$ cat src/design/lag_pkg.sv
`timescale 1ns / 1ps
package lag_pkg;

  localparam int P_W      = 48;  // result width
  localparam int X_W      = 24;  // coordinate width
  localparam int DEG_W    = 4;
  localparam int ORD_W    = 6;
  localparam int ALPHA_W  = 6;   // |order| is at most 32
  localparam int C_W      = 6;   // k - 1 + alpha is at most 62
  localparam int INT_W    = 7;   // 2k - 1 + alpha is at most 93
  localparam int CH_W     = P_W / 2;
  localparam int DIV_STEP = 4;   // quotient bits per divider cycle

  typedef enum logic [2:0] {
    ST_IDLE,
    ST_PREP,
    ST_MUL,
    ST_DRAIN,
    ST_DIVS,
    ST_DIVW,
    ST_OUT
  } state_t;

  typedef struct packed {
    logic clr;    // clear accumulator
    logic en;     // issue one partial product
    logic term;   // 0: a * L_{k-1}, 1: c * L_{k-2}
    logic chunk;  // which half of the L operand
  } mac_ctrl_t;

endpackage

$ cat src/design/lag_if.sv
`timescale 1ns / 1ps
interface lag_in_if;
  import lag_pkg::*;
  logic                    valid;
  logic                    ready;
  logic        [X_W-1:0]   x_value;
  logic        [DEG_W-1:0] degree;
  logic signed [ORD_W-1:0] order;

  modport source (output valid, x_value, degree, order, input ready);
  modport sink   (input valid, x_value, degree, order, output ready);
endinterface

interface lag_out_if;
  import lag_pkg::*;
  logic                  valid;
  logic                  ready;
  logic signed [P_W-1:0] poly_value;
  logic                  overflow;

  modport source (output valid, poly_value, overflow, input ready);
  modport sink   (input valid, poly_value, overflow, output ready);
endinterface

$ cat src/design/lag_mac.sv
`timescale 1ns / 1ps
module lag_mac #(
  parameter int AM_W      = 24,
  parameter int NUM_W     = 74,
  parameter int FRAC_BITS = 16
) (
  input  logic                          clk,
  input  logic                          rst_n,
  input  lag_pkg::mac_ctrl_t            ctrl,
  input  logic [AM_W-1:0]               a_mag,
  input  logic                          a_neg,
  input  logic signed [lag_pkg::P_W-1:0] p1,
  input  logic signed [lag_pkg::P_W-1:0] p2,
  input  logic [lag_pkg::C_W-1:0]       coef,
  output logic signed [NUM_W-1:0]       acc
);
  import lag_pkg::*;

  localparam int PR_W = AM_W + CH_W;

  logic signed [P_W-1:0] psel;
  logic                  pneg;
  logic [P_W-1:0]        pmag;
  logic [AM_W-1:0]       mul_a;
  logic [CH_W-1:0]       mul_b;
  logic                  sub;
  logic [PR_W-1:0]       prod_r;
  logic                  sub_r;
  logic                  vld_r;
  logic [1:0]            sh_r;
  logic [NUM_W-1:0]      addend;
  logic signed [NUM_W-1:0] acc_r;

  always_comb begin
    psel  = ctrl.term ? p2 : p1;
    pneg  = psel[P_W-1];
    pmag  = pneg ? P_W'(-psel) : P_W'(psel);
    mul_a = ctrl.term ? AM_W'(coef) : a_mag;
    mul_b = ctrl.chunk ? pmag[P_W-1:CH_W] : pmag[CH_W-1:0];
    // second term is subtracted, so its sign flips
    sub   = ctrl.term ? ~pneg : (a_neg ^ pneg);
  end

  always_ff @(posedge clk) begin
    prod_r <= PR_W'(mul_a * mul_b);
    sub_r  <= sub;
    sh_r   <= {ctrl.term, ctrl.chunk};
  end

  always_ff @(posedge clk) begin
    if (!rst_n) begin
      vld_r <= 1'b0;
    end else begin
      vld_r <= ctrl.en;
    end
  end

  always_comb begin
    case (sh_r)
      2'b00:   addend = NUM_W'(prod_r);
      2'b01:   addend = NUM_W'(prod_r) << CH_W;
      2'b10:   addend = NUM_W'(prod_r) << FRAC_BITS;
      default: addend = NUM_W'(prod_r) << (FRAC_BITS + CH_W);
    endcase
  end

  always_ff @(posedge clk) begin
    if (ctrl.clr) begin
      acc_r <= '0;
    end else if (vld_r) begin
      acc_r <= sub_r ? acc_r - $signed(addend) : acc_r + $signed(addend);
    end
  end

  assign acc = acc_r;

endmodule

$ cat src/design/lag_div.sv
`timescale 1ns / 1ps
module lag_div #(
  parameter int NUM_W     = 74,
  parameter int FRAC_BITS = 16,
  parameter int KW        = 4
) (
  input  logic                           clk,
  input  logic                           rst_n,
  input  logic                           start,
  input  logic signed [NUM_W-1:0]        num,
  input  logic [KW-1:0]                  divisor,
  output logic                           done,
  output logic signed [lag_pkg::P_W-1:0] quo,
  output logic                           sat
);
  import lag_pkg::*;

  localparam int QW  = NUM_W - FRAC_BITS;
  localparam int QP  = ((QW + DIV_STEP - 1) / DIV_STEP) * DIV_STEP;
  localparam int NIT = QP / DIV_STEP;
  localparam int CW  = $clog2(NIT + 1);
  localparam int RW  = KW + 1;

  logic                 busy_r;
  logic                 fin_r;
  logic                 done_r;
  logic [CW-1:0]        cnt_r;
  logic [QP-1:0]        q_r;
  logic [KW-1:0]        r_r;
  logic [FRAC_BITS-1:0] lo_r;
  logic                 neg_r;
  logic signed [P_W-1:0] quo_r;
  logic                 sat_r;

  logic [NUM_W-1:0]     mag;
  logic [QP-1:0]        q_it;
  logic [KW-1:0]        r_it;
  logic                 rnd;
  logic [QP:0]          qr;
  logic [QP:0]          lim;
  logic [QP:0]          qs;
  logic                 over;

  assign mag = num[NUM_W-1] ? NUM_W'(-num) : NUM_W'(num);

  // long division by a small integer, DIV_STEP quotient bits per cycle
  always_comb begin
    logic [RW-1:0] tr;
    logic [KW-1:0] rr;
    logic [QP-1:0] qq;
    rr = r_r;
    qq = q_r;
    for (int i = 0; i < DIV_STEP; i++) begin
      tr = {rr, qq[QP-1]};
      qq = {qq[QP-2:0], 1'b0};
      if (tr >= RW'(divisor)) begin
        rr    = KW'(tr - RW'(divisor));
        qq[0] = 1'b1;
      end else begin
        rr = KW'(tr);
      end
    end
    q_it = qq;
    r_it = rr;
  end

  // round half away from zero on the full remainder, then clamp
  always_comb begin
    rnd  = {r_r, lo_r, 1'b0} >= {1'b0, divisor, {FRAC_BITS{1'b0}}};
    qr   = (QP+1)'(q_r) + (QP+1)'(rnd);
    lim  = (QP+1)'({1'b0, {(P_W-1){1'b1}}}) + (QP+1)'(neg_r);
    over = qr > lim;
    qs   = over ? lim : qr;
  end

  always_ff @(posedge clk) begin
    if (!rst_n) begin
      busy_r <= 1'b0;
      fin_r  <= 1'b0;
      done_r <= 1'b0;
    end else begin
      done_r <= fin_r;
      fin_r  <= busy_r && (cnt_r == CW'(1));
      if (start) begin
        busy_r <= 1'b1;
      end else if (busy_r && (cnt_r == CW'(1))) begin
        busy_r <= 1'b0;
      end
    end
  end

  always_ff @(posedge clk) begin
    if (start) begin
      q_r   <= QP'(mag >> FRAC_BITS);
      lo_r  <= mag[FRAC_BITS-1:0];
      r_r   <= '0;
      neg_r <= num[NUM_W-1];
      cnt_r <= CW'(NIT);
    end else if (busy_r) begin
      q_r   <= q_it;
      r_r   <= r_it;
      cnt_r <= cnt_r - CW'(1);
    end
    if (fin_r) begin
      quo_r <= neg_r ? -$signed(qs[P_W-1:0]) : $signed(qs[P_W-1:0]);
      sat_r <= over;
    end
  end

  assign done = done_r;
  assign quo  = quo_r;
  assign sat  = sat_r;

endmodule

$ cat src/design/associated_laguerre_eval.sv
`timescale 1ns / 1ps
// Degree 0 or 1 gives its result in the cycle after the word is taken; degree n >= 2 runs one
// recurrence step for each k from 2 to n. Each step passes through setup, the shared
// partial-product multiplier (its a operand is AM_W = max(FRAC_BITS+7, 24) bits wide), drain,
// divider start and the divider (4 bits/cycle).
// One item at a time: the next word is taken the cycle after the result is taken.
// Synchronous active-low reset idles the sequencer; no clearing pass is needed.
module associated_laguerre_eval #(
  parameter int MAX_DEGREE = 15,
  parameter int FRAC_BITS  = 16
) (
  input  logic      clk,
  input  logic      rst_n,
  lag_in_if.sink    in_ch,
  lag_out_if.source out_ch
);
  import lag_pkg::*;

  localparam int KW    = $clog2(MAX_DEGREE + 1);
  localparam int AM_W  = ((FRAC_BITS + INT_W) > X_W) ? (FRAC_BITS + INT_W) : X_W;
  localparam int A_W   = AM_W + 1;
  localparam int NUM_W = AM_W + 50;

  state_t state_r, state_nxt;
  logic [X_W-1:0]     x_r, x_nxt;
  logic [ALPHA_W-1:0] alpha_r, alpha_nxt;
  logic [KW-1:0]      deg_r, deg_nxt;
  logic [KW-1:0]      k_r, k_nxt;
  logic signed [P_W-1:0] p1_r, p1_nxt;
  logic signed [P_W-1:0] p2_r, p2_nxt;
  logic               ovf_r, ovf_nxt;
  logic [AM_W-1:0]    a_mag_r, a_mag_nxt;
  logic               a_neg_r, a_neg_nxt;
  logic [C_W-1:0]     coef_r, coef_nxt;
  logic [1:0]         cnt_r, cnt_nxt;

  logic [ALPHA_W-1:0] alpha_in;
  logic [KW-1:0]      deg_in;
  logic [P_W-1:0]     one_fx;
  logic [P_W-1:0]     p1_init;
  logic [INT_W-1:0]   int_v;
  logic [A_W-1:0]     a_full;

  mac_ctrl_t               mac_ctrl;
  logic signed [NUM_W-1:0] acc;
  logic                    div_start;
  logic                    div_done;
  logic signed [P_W-1:0]   div_quo;
  logic                    div_sat;

  always_comb begin
    alpha_in = in_ch.order[ORD_W-1]
             ? ALPHA_W'(-$signed({in_ch.order[ORD_W-1], in_ch.order}))
             : ALPHA_W'(in_ch.order);
    deg_in   = (in_ch.degree > MAX_DEGREE) ? KW'(MAX_DEGREE) : KW'(in_ch.degree);
    one_fx   = P_W'(1) << FRAC_BITS;
    p1_init  = ((P_W'(alpha_in) + P_W'(1)) << FRAC_BITS) - P_W'(in_ch.x_value);
    int_v    = INT_W'({k_r, 1'b0}) + INT_W'(alpha_r) - INT_W'(1);
    a_full   = (A_W'(int_v) << FRAC_BITS) - A_W'(x_r);
  end

  always_ff @(posedge clk) begin
    if (!rst_n) begin
      state_r <= ST_IDLE;
    end else begin
      state_r <= state_nxt;
    end
  end

  always_ff @(posedge clk) begin
    x_r     <= x_nxt;
    alpha_r <= alpha_nxt;
    deg_r   <= deg_nxt;
    k_r     <= k_nxt;
    p1_r    <= p1_nxt;
    p2_r    <= p2_nxt;
    ovf_r   <= ovf_nxt;
    a_mag_r <= a_mag_nxt;
    a_neg_r <= a_neg_nxt;
    coef_r  <= coef_nxt;
    cnt_r   <= cnt_nxt;
  end

  always_comb begin
    state_nxt = state_r;
    x_nxt     = x_r;
    alpha_nxt = alpha_r;
    deg_nxt   = deg_r;
    k_nxt     = k_r;
    p1_nxt    = p1_r;
    p2_nxt    = p2_r;
    ovf_nxt   = ovf_r;
    a_mag_nxt = a_mag_r;
    a_neg_nxt = a_neg_r;
    coef_nxt  = coef_r;
    cnt_nxt   = cnt_r;
    mac_ctrl  = '0;
    div_start = 1'b0;
    in_ch.ready  = 1'b0;
    out_ch.valid = 1'b0;

    unique case (state_r)
      ST_IDLE: begin
        in_ch.ready = 1'b1;
        if (in_ch.valid) begin
          x_nxt     = in_ch.x_value;
          alpha_nxt = alpha_in;
          deg_nxt   = deg_in;
          k_nxt     = KW'(2);
          ovf_nxt   = 1'b0;
          p2_nxt    = $signed(one_fx);
          p1_nxt    = (deg_in == '0) ? $signed(one_fx) : $signed(p1_init);
          state_nxt = (deg_in < KW'(2)) ? ST_OUT : ST_PREP;
        end
      end
      ST_PREP: begin
        // register the step's coefficients ahead of the multiplier
        a_neg_nxt    = a_full[A_W-1];
        a_mag_nxt    = a_full[A_W-1] ? AM_W'(-a_full) : AM_W'(a_full);
        coef_nxt     = C_W'(k_r) + C_W'(alpha_r) - C_W'(1);
        mac_ctrl.clr = 1'b1;
        cnt_nxt      = '0;
        state_nxt    = ST_MUL;
      end
      ST_MUL: begin
        mac_ctrl.en    = 1'b1;
        mac_ctrl.term  = cnt_r[1];
        mac_ctrl.chunk = cnt_r[0];
        cnt_nxt        = cnt_r + 2'd1;
        if (cnt_r == 2'd3) begin
          state_nxt = ST_DRAIN;
        end
      end
      ST_DRAIN: begin
        state_nxt = ST_DIVS;
      end
      ST_DIVS: begin
        div_start = 1'b1;
        state_nxt = ST_DIVW;
      end
      ST_DIVW: begin
        if (div_done) begin
          p2_nxt  = p1_r;
          p1_nxt  = div_quo;
          ovf_nxt = ovf_r | div_sat;
          if (k_r == deg_r) begin
            state_nxt = ST_OUT;
          end else begin
            k_nxt     = k_r + KW'(1);
            state_nxt = ST_PREP;
          end
        end
      end
      ST_OUT: begin
        out_ch.valid = 1'b1;
        if (out_ch.ready) begin
          state_nxt = ST_IDLE;
        end
      end
      default: begin
        state_nxt = ST_IDLE;
      end
    endcase
  end

  assign out_ch.poly_value = p1_r;
  assign out_ch.overflow   = ovf_r;

  lag_mac #(
    .AM_W      (AM_W),
    .NUM_W     (NUM_W),
    .FRAC_BITS (FRAC_BITS)
  ) u_mac (
    .clk   (clk),
    .rst_n (rst_n),
    .ctrl  (mac_ctrl),
    .a_mag (a_mag_r),
    .a_neg (a_neg_r),
    .p1    (p1_r),
    .p2    (p2_r),
    .coef  (coef_r),
    .acc   (acc)
  );

  lag_div #(
    .NUM_W     (NUM_W),
    .FRAC_BITS (FRAC_BITS),
    .KW        (KW)
  ) u_div (
    .clk     (clk),
    .rst_n   (rst_n),
    .start   (div_start),
    .num     (acc),
    .divisor (k_r),
    .done    (div_done),
    .quo     (div_quo),
    .sat     (div_sat)
  );

endmodule

$ cat src/flat_wrapper.sv
// flat-port wrapper written by rule: the top's interface ports become plain ports
module associated_laguerre_eval_flat import lag_pkg::*;
#(
  parameter int MAX_DEGREE = 15,
  parameter int FRAC_BITS  = 16
)
  (clk, rst_n, in_ch_valid, in_ch_x_value, in_ch_degree, in_ch_order, in_ch_ready, out_ch_valid, out_ch_poly_value, out_ch_overflow, out_ch_ready);
  lag_in_if in_ch_i ();
  lag_out_if out_ch_i ();
  input  logic clk;
  input  logic rst_n;
  input wire logic [$bits(in_ch_i.valid)-1:0] in_ch_valid;
  input wire logic [$bits(in_ch_i.x_value)-1:0] in_ch_x_value;
  input wire logic [$bits(in_ch_i.degree)-1:0] in_ch_degree;
  input wire logic [$bits(in_ch_i.order)-1:0] in_ch_order;
  output wire logic [$bits(in_ch_i.ready)-1:0] in_ch_ready;
  output wire logic [$bits(out_ch_i.valid)-1:0] out_ch_valid;
  output wire logic [$bits(out_ch_i.poly_value)-1:0] out_ch_poly_value;
  output wire logic [$bits(out_ch_i.overflow)-1:0] out_ch_overflow;
  input wire logic [$bits(out_ch_i.ready)-1:0] out_ch_ready;
  assign in_ch_i.valid = in_ch_valid;
  assign in_ch_i.x_value = in_ch_x_value;
  assign in_ch_i.degree = in_ch_degree;
  assign in_ch_i.order = in_ch_order;
  assign in_ch_ready = in_ch_i.ready;
  assign out_ch_valid = out_ch_i.valid;
  assign out_ch_poly_value = out_ch_i.poly_value;
  assign out_ch_overflow = out_ch_i.overflow;
  assign out_ch_i.ready = out_ch_ready;
  associated_laguerre_eval #(.MAX_DEGREE(MAX_DEGREE), .FRAC_BITS(FRAC_BITS)) u_core (.clk(clk), .rst_n(rst_n), .in_ch(in_ch_i), .out_ch(out_ch_i));
endmodule
$ cat config.mk
export PLATFORM = sky130hd
export DESIGN_NAME = associated_laguerre_eval_flat
export DESIGN_NICKNAME = d
export VERILOG_FILES = /design/src/design/lag_pkg.sv /design/src/design/lag_if.sv /design/src/design/lag_mac.sv /design/src/design/lag_div.sv /design/src/design/associated_laguerre_eval.sv /design/src/flat_wrapper.sv
export SDC_FILE = /design/constraint.sdc
export NUM_CORES = 2
export LEC_CHECK = 0
export ABC_AREA = 0
export BUFFER_PORTS_ARGS = -buffer_cell sky130_fd_sc_hd__clkbuf_2
export CAP_MARGIN = 30
export CORE_ASPECT_RATIO = 0.9
export CORE_MARGIN = 1.5
export CORE_UTILIZATION = 35
export DETAILED_ROUTE_END_ITERATION = 6
export MAX_ROUTING_LAYER = met4
export SETUP_SLACK_MARGIN = 0.5
export SLEW_MARGIN = 20
export SYNTH_ARGS = -nofsm -noshare
export SYNTH_HDL_FRONTEND = slang
export SYNTH_SLANG_ARGS = --single-unit
$ cat constraint.sdc
create_clock -name clk -period 27.8 [get_ports clk]
set_input_delay 2.78 -clock clk [delete_from_list [all_inputs] [get_ports clk]]
set_output_delay 2.78 -clock clk [all_outputs]
set_load 0.01 [all_outputs]
### Word-level counts from Yosys, hierarchy flattened

Cells that the tools add are included.

| storage, ports and cells | value |
|---|---|
| flip-flop bits (word level) | 434 |
| latch bits | 0 |
| bits in writable memories | 0 |
| memory bits (read-only) | 0 |
| bits of input ports | 38 |
| memories kept | 0 |

| operators by class | value |
|---|---|
| add/sub/neg operators | 23 |
| multipliers | 1 |
| divide/modulo/power cells | 0 |
| magnitude comparators | 7 |
| equal/unequal tests | 16 |
| shift operators | 0 |
| muxes and demuxes | 51 |
| bitwise logic cells | 3 |
| reductions and logical operators | 12 |

Operator list:

| kind | number |
|---|---|
| $mux 48 | 9 |
| $pmux 74 s3 | 1 |
| $pmux 48 s2 | 2 |
| $mux 74 | 2 |
| $mux 58 | 2 |
| $neg 48->48 | 2 |
| $add 74x74->74 | 1 |
| $neg 74->74 | 1 |
| $sub 74x74->74 | 1 |
| $mux 24 | 3 |
| $add 60x1->61 | 1 |
| $gt 61x48->1 | 1 |
| $add 47x1->48 const A | 1 |
| $mul 24x24->48 | 1 |
| $sub 48x24->48 | 1 |
| $mux 4 | 7 |
| $sub 23x24->25 | 1 |
| $neg 24->24 | 1 |
| $ge 21x20->1 | 1 |
| $mux 3 | 7 |
| $pmux 3 s7 | 1 |
| $ge 5x4->1 | 4 |
| $sub 4x4->4 | 4 |
| $mux 1 | 13 |
| other kinds (34) | 45 |

### Depth between registers and ports, before layout

| depth | value |
|---|---|
| word-level depth | 10 |
| mapped depth | 45 |
| gate-level depth less buffers | 40 |

### Cells and area by module

From an unflattened synthesis, not the netlist that was laid out.

| unflattened totals | value |
|---|---|
| cell total of the unflattened synthesis | 6,081 |
| area total of the unflattened synthesis | 52,724.3 µm² |

By module, submodules not included:

| module | times used | cells each | area each (µm²) | sequential area each (µm²) |
|---|---|---|---|---|
| lag_mac | 1 | 3,966 | 32,004.4 | 2,522.4 |
| lag_div | 1 | 1,341 | 11,726.2 | 3,983.8 |
| associated_laguerre_eval | 1 | 774 | 8,993.6 | 5,104.9 |

### Worst setup path after synthesis

No wires, ideal clock.

| timing | value |
|---|---|
| path type | register to register |
| start | reg u_core.state_r[2] |
| end | reg u_core.u_mac.prod_r[47] |
| library setup time | 0.128 ns |
| arrival time | 10.386 ns |
| data required time | 27.672 ns |
| slack | 17.286 ns |
| stages on the path, launching flop included | 45 |
| buffers on the path | 5 |
| path through | dfxtp_1 > buf_2 > nand4bb_1 > clkbuf_2 > buf_4 > buf_4 > mux2i_1 > ha_1 > nand3_1 > nor4_1 > nor4b_2 > a31oi_1 > a21oi_1 > o21ai_0 > xor2_1 > o21ai_1 > clkbuf_1 > nand2_1 > [9 not listed] > inv_1 > fa_1 > inv_1 > fa_1 > inv_1 > ha_1 > a21o_1 > a21o_1 > a21o_1 > o21ai_0 > a31o_2 > a211oi_1 > o21ai_0 > o2111ai_1 > a31oi_1 > or4b_2 > mux2i_1 > nand4_1 |

| on the way | value |
|---|---|
| cells in the longest elaborated chain, start to end | 7 |
| elaborated cells on any way between the ends | 8 |
| classes of those cells | add/sub: 1; mul: 1; eq/ne: 1; mux: 5 |

RTL lines:

| what | line | text |
|---|---|---|
| from (decl) | associated_laguerre_eval.sv:24 | `state_t state_r, state_nxt;` |
| from (signal assigned) | associated_laguerre_eval.sv:66 | `state_r <= state_nxt;` |
| $eq 3x2->1 (*) | associated_laguerre_eval.sv:102 | `unique case (state_r)` |
| $mux 3 (*) | associated_laguerre_eval.sv:102 |  |
| $mux 48 | lag_mac.sv:35 | `psel = ctrl.term ? p2 : p1;` |
| $neg 48->48 | lag_mac.sv:37 | `pmag = pneg ? P_W'(-psel) : P_W'(psel);` |
| $mux 48 | lag_mac.sv:37 |  |
| $mux 24 | lag_mac.sv:39 | `mul_b = ctrl.chunk ? pmag[P_W-1:CH_W] : pmag[CH_W-1:0];` |
| $mul 24x24->48 (*) | lag_mac.sv:45 | `prod_r <= PR_W'(mul_a * mul_b);` |
| to (signal assigned) | lag_mac.sv:45 |  |
| to (decl) | lag_mac.sv:27 | `logic [PR_W-1:0] prod_r;` |

Every way passes the cells marked *; elsewhere a longest branch is shown, timed or not.
A chain may end at the register's enable or synchronous reset.

### Worst setup path after layout

| timing | value |
|---|---|
| start | reg u_core.state_r[0] |
| end | reg u_core.u_mac.prod_r[47] |

Same word-level chain as after synthesis.

==> summary.md <==
| Metric | Value |
|---|---|
| Fin. max-slew vios | `0` |
| Final Non-Filler Cells | `7902` |
| Drt first pass iters | `5` |
| Die area | `148900 sq um` |
| DR WL/cell | `21.27 um` |
| Initial Utilization | `0.3520` |
| Syn Std Cell Area | `51310 sq um` |
| Final nets | `6784` |
| Most used cell, CP | `fa_1` |
| Clock Latency Late Sink | `0.64 ns` |
| Commonest non-fill, non-tap cell in the layout | `inv_1` |
| TritonCTS clock tree | `yes` |
| Overall Global Routing Usage | `0.2295` |
| Vias per cell | `5.463` |
| Synth Area in Compound Gates | `0.1290` |
| Clock sinks | `434` |
| Critical Path Start | `u_core.state_r[0]` |
| Crit path kind | `flip-flop to flip-flop` |
| Slew @ Worst Pin | `1.086 ns` |
| Top cells by area, synth | `fa_1, edfxtp_1, ha_1` |
| Post-Syn Instances | `5960` |
| Hold Crit Start | `u_core.u_div.cnt_r[2]` |
| Worst Path Required | `28.31 ns` |
| Async S/R FF share, synth | `0` |
| Post-CTS Repair Setup Buffers | `0` |
| Worst Setup End Kind | `flip-flop` |
| RSZ-0062 raised after global routing | `false` |
| Starting DRT DRC Count | `4409` |
| Largest family of logic cells by synthesized area | `adder cells` |
| Area share of the largest cell type after synthesis | `0.1908` |
| Hold Crit Depth | `1` |
| Num ports | `89` |
| Synth Area in XOR/XNOR | `0.07391` |
| Synth Flop Type | `edfxtp_1` |
| CTS root buffer | `clkbuf_16` |
| CTS Hold Buffers Added | `0` |
| Post-synthesis simple-gate area fraction | `0.1821` |
| Max Fclk | `76.14 MHz` |
| Largest net degree at the start of global routing | `109` |
| Post-synth EDFFs | `292` |
| Layout cell share with drive strength beyond 1 | `0.06079` |
| Hpwl dp | `130.7 mm` |
| Crit path largest cell delay | `0.73 ns` |
| First-pass GRT wire length | `255.5 mm` |
| Mean Syn Cell Area | `8.609 sq um` |
| Arr. time, crit path | `13.64 ns` |
| Final hold vios | `0` |
| GPL Wtd Cong | `0.9745` |
| ANT nets after route | `0` |
| Core area | `145800 sq um` |
| Sequential-to-total area share from yosys stat | `0.2263` |
| Synthesis-to-finish area growth | `8.571%` |
| CP max FO | `66` |
| Die W | `406.6 um` |
| Yosys top cell by area | `fa_1` |
| Mapped Nets | `6844` |
| Crit path time final | `13.13 ns` |
| Die height | `366.2 um` |
| Most frequent cells in the layout | `inv_1, nand2_1, nor2_1` |
| Reg clk slew, reported paths | `0.07 ns` |
| R2R cell count | `39` |
| CP Launch Type | `flip-flop` |
| Row cnt | `133` |
| # port buffers | `88` |
| Area share of fa/ha/maj cells after synthesis | `0.2778` |
| Status | `finished clean` |
| Max clock buf depth | `3` |
| Relative slew slack | `0.2759` |
| Post-synthesis cell type count | `97` |
| Hold Path Class | `flip-flop to flip-flop` |
| Yosys reg bits | `434` |
| RR Startpoint | `u_core.state_r[0]` |
| Clock skew | `0.03385 ns` |
| CTS Buf Count | `50` |
| Placed Cells | `7797` |
| Maxcap violations | `0` |
| DRC | `0` |
| Total Wirelength | `168.1 mm` |
| Vias in the first global route | `41600` |
| Final setup viols | `0` |
| Initial antenna violation count | `8` |
| Cts repair resizes | `0` |
| Slowest-stage cell, CP | `or2_1` |
| Setup TNS | `0 ns` |
| Fin util | `0.3822` |
| Period utilization | `0.4725` |
| Gr ovfl total | `0` |
| Routed vias | `43170` |
| Yosys warnings | `0` |
| Post-synthesis mux area share | `0.03528` |
| H-tree levels | `2` |
[final cells by class]
class / instances / area (sq um)
Sequential cell: 434 / 11620
Antenna cell: 7 / 17.52
Fill cell: 14900 / 90070
Inverter: 741 / 2783
Tap cell: 1957 / 2449
Timing Repair Buffer: 167 / 1065
Clock buffer: 62 / 1414
Multi-Input combinational cell: 4506 / 35990
Clock inverter: 28 / 369.1
[per-layer routing]
| metal | up-vias | routed length [um] | GRT usage |
|---|---|---|---|
| met1 | 21420 | 76900 | 0.3221 |
| li1 | 19910 | - | - |
| met4 | 0 | 5495 | 0.07161 |
| met2 | 1567 | 73290 | 0.3378 |
| met3 | 270 | 12410 | 0.03527 |
| met5 | - | 0 | - |
[cell usage after synthesis, drive strengths merged, types with 44 or more instances]
library cell / number
fa: 489
nor3: 112
nand4: 56
and3: 82
a31oi: 44
nand3: 95
nor2: 593
nor4: 56
and2: 64
inv: 738
ha: 357
xor2: 189
a21o: 111
a21oi: 302
o21ai: 236
nand2b: 71
nand2: 696
dfxtp: 142
buf: 45
clkbuf: 234
xnor2: 244
mux2i: 155
edfxtp: 292
[final timing paths]
kind | to | slack [ns]
worst min-delay path | u_core.u_div.fin_r | 0.49
worst max-delay path | u_core.u_mac.prod_r[47] | 14.67
worst max register to register | u_core.u_mac.prod_r[47] | 14.67
worst min register to register | u_core.u_div.fin_r | 0.49
[through the flow]
| step | hold slack [ns] | setup slack (ns) | instance area (sq um) |
|---|---|---|---|
| 2_1_floorplan | 0.4434 | 17.29 | 51310 |
| 4_1_cts | 0.4863 | 14.92 | 55610 |
| 3_3_place_gp | 0.4694 | 15.13 | 53790 |
| 3_5_place_dp | 0.4754 | 14.95 | 53830 |
| 5_1_grt | 0.5159 | 13.80 | 55700 |
| 6_report | 0.4910 | 14.67 | 55710 |
[critical path, delay by kind of cell, from the launching register on]
family,cells,cell delay (ns)
AO/OA/AOI/OAI,7,2.14
XOR/XNOR,1,0.15
adder cells (fa/ha/maj),8,4.03
buffers and inverters,8,1.39
flip-flops,1,0.59
multiplexers,2,0.62
AND/OR/NAND/NOR,13,3.99
[cell families after synthesis]
family,count (synthesis)
adders and majority gates,846
AOI/OAI and AO/OA,1037
DFF,434
other,1
buffers and inverters,1020
and+or+nand+nor,2012
muxes,177
xor gates and xnor gates,433
[sequential cells by signal, indices dropped and copies added (netlist names), 16 cells and up]
name                      flops
u_core.out_ch.poly_value     48
u_core.u_div.quo             48
u_core.u_mac.acc             74
u_core.u_div.q_r             60
u_core.a_mag_r               24
u_core.u_div.lo_r            16
u_core.p2_r                  48
u_core.x_r                   24
u_core.u_mac.prod_r          48
Power is not shown: default switching activity piles up to over one toggle a cycle in this logic, so the estimate is an artifact.
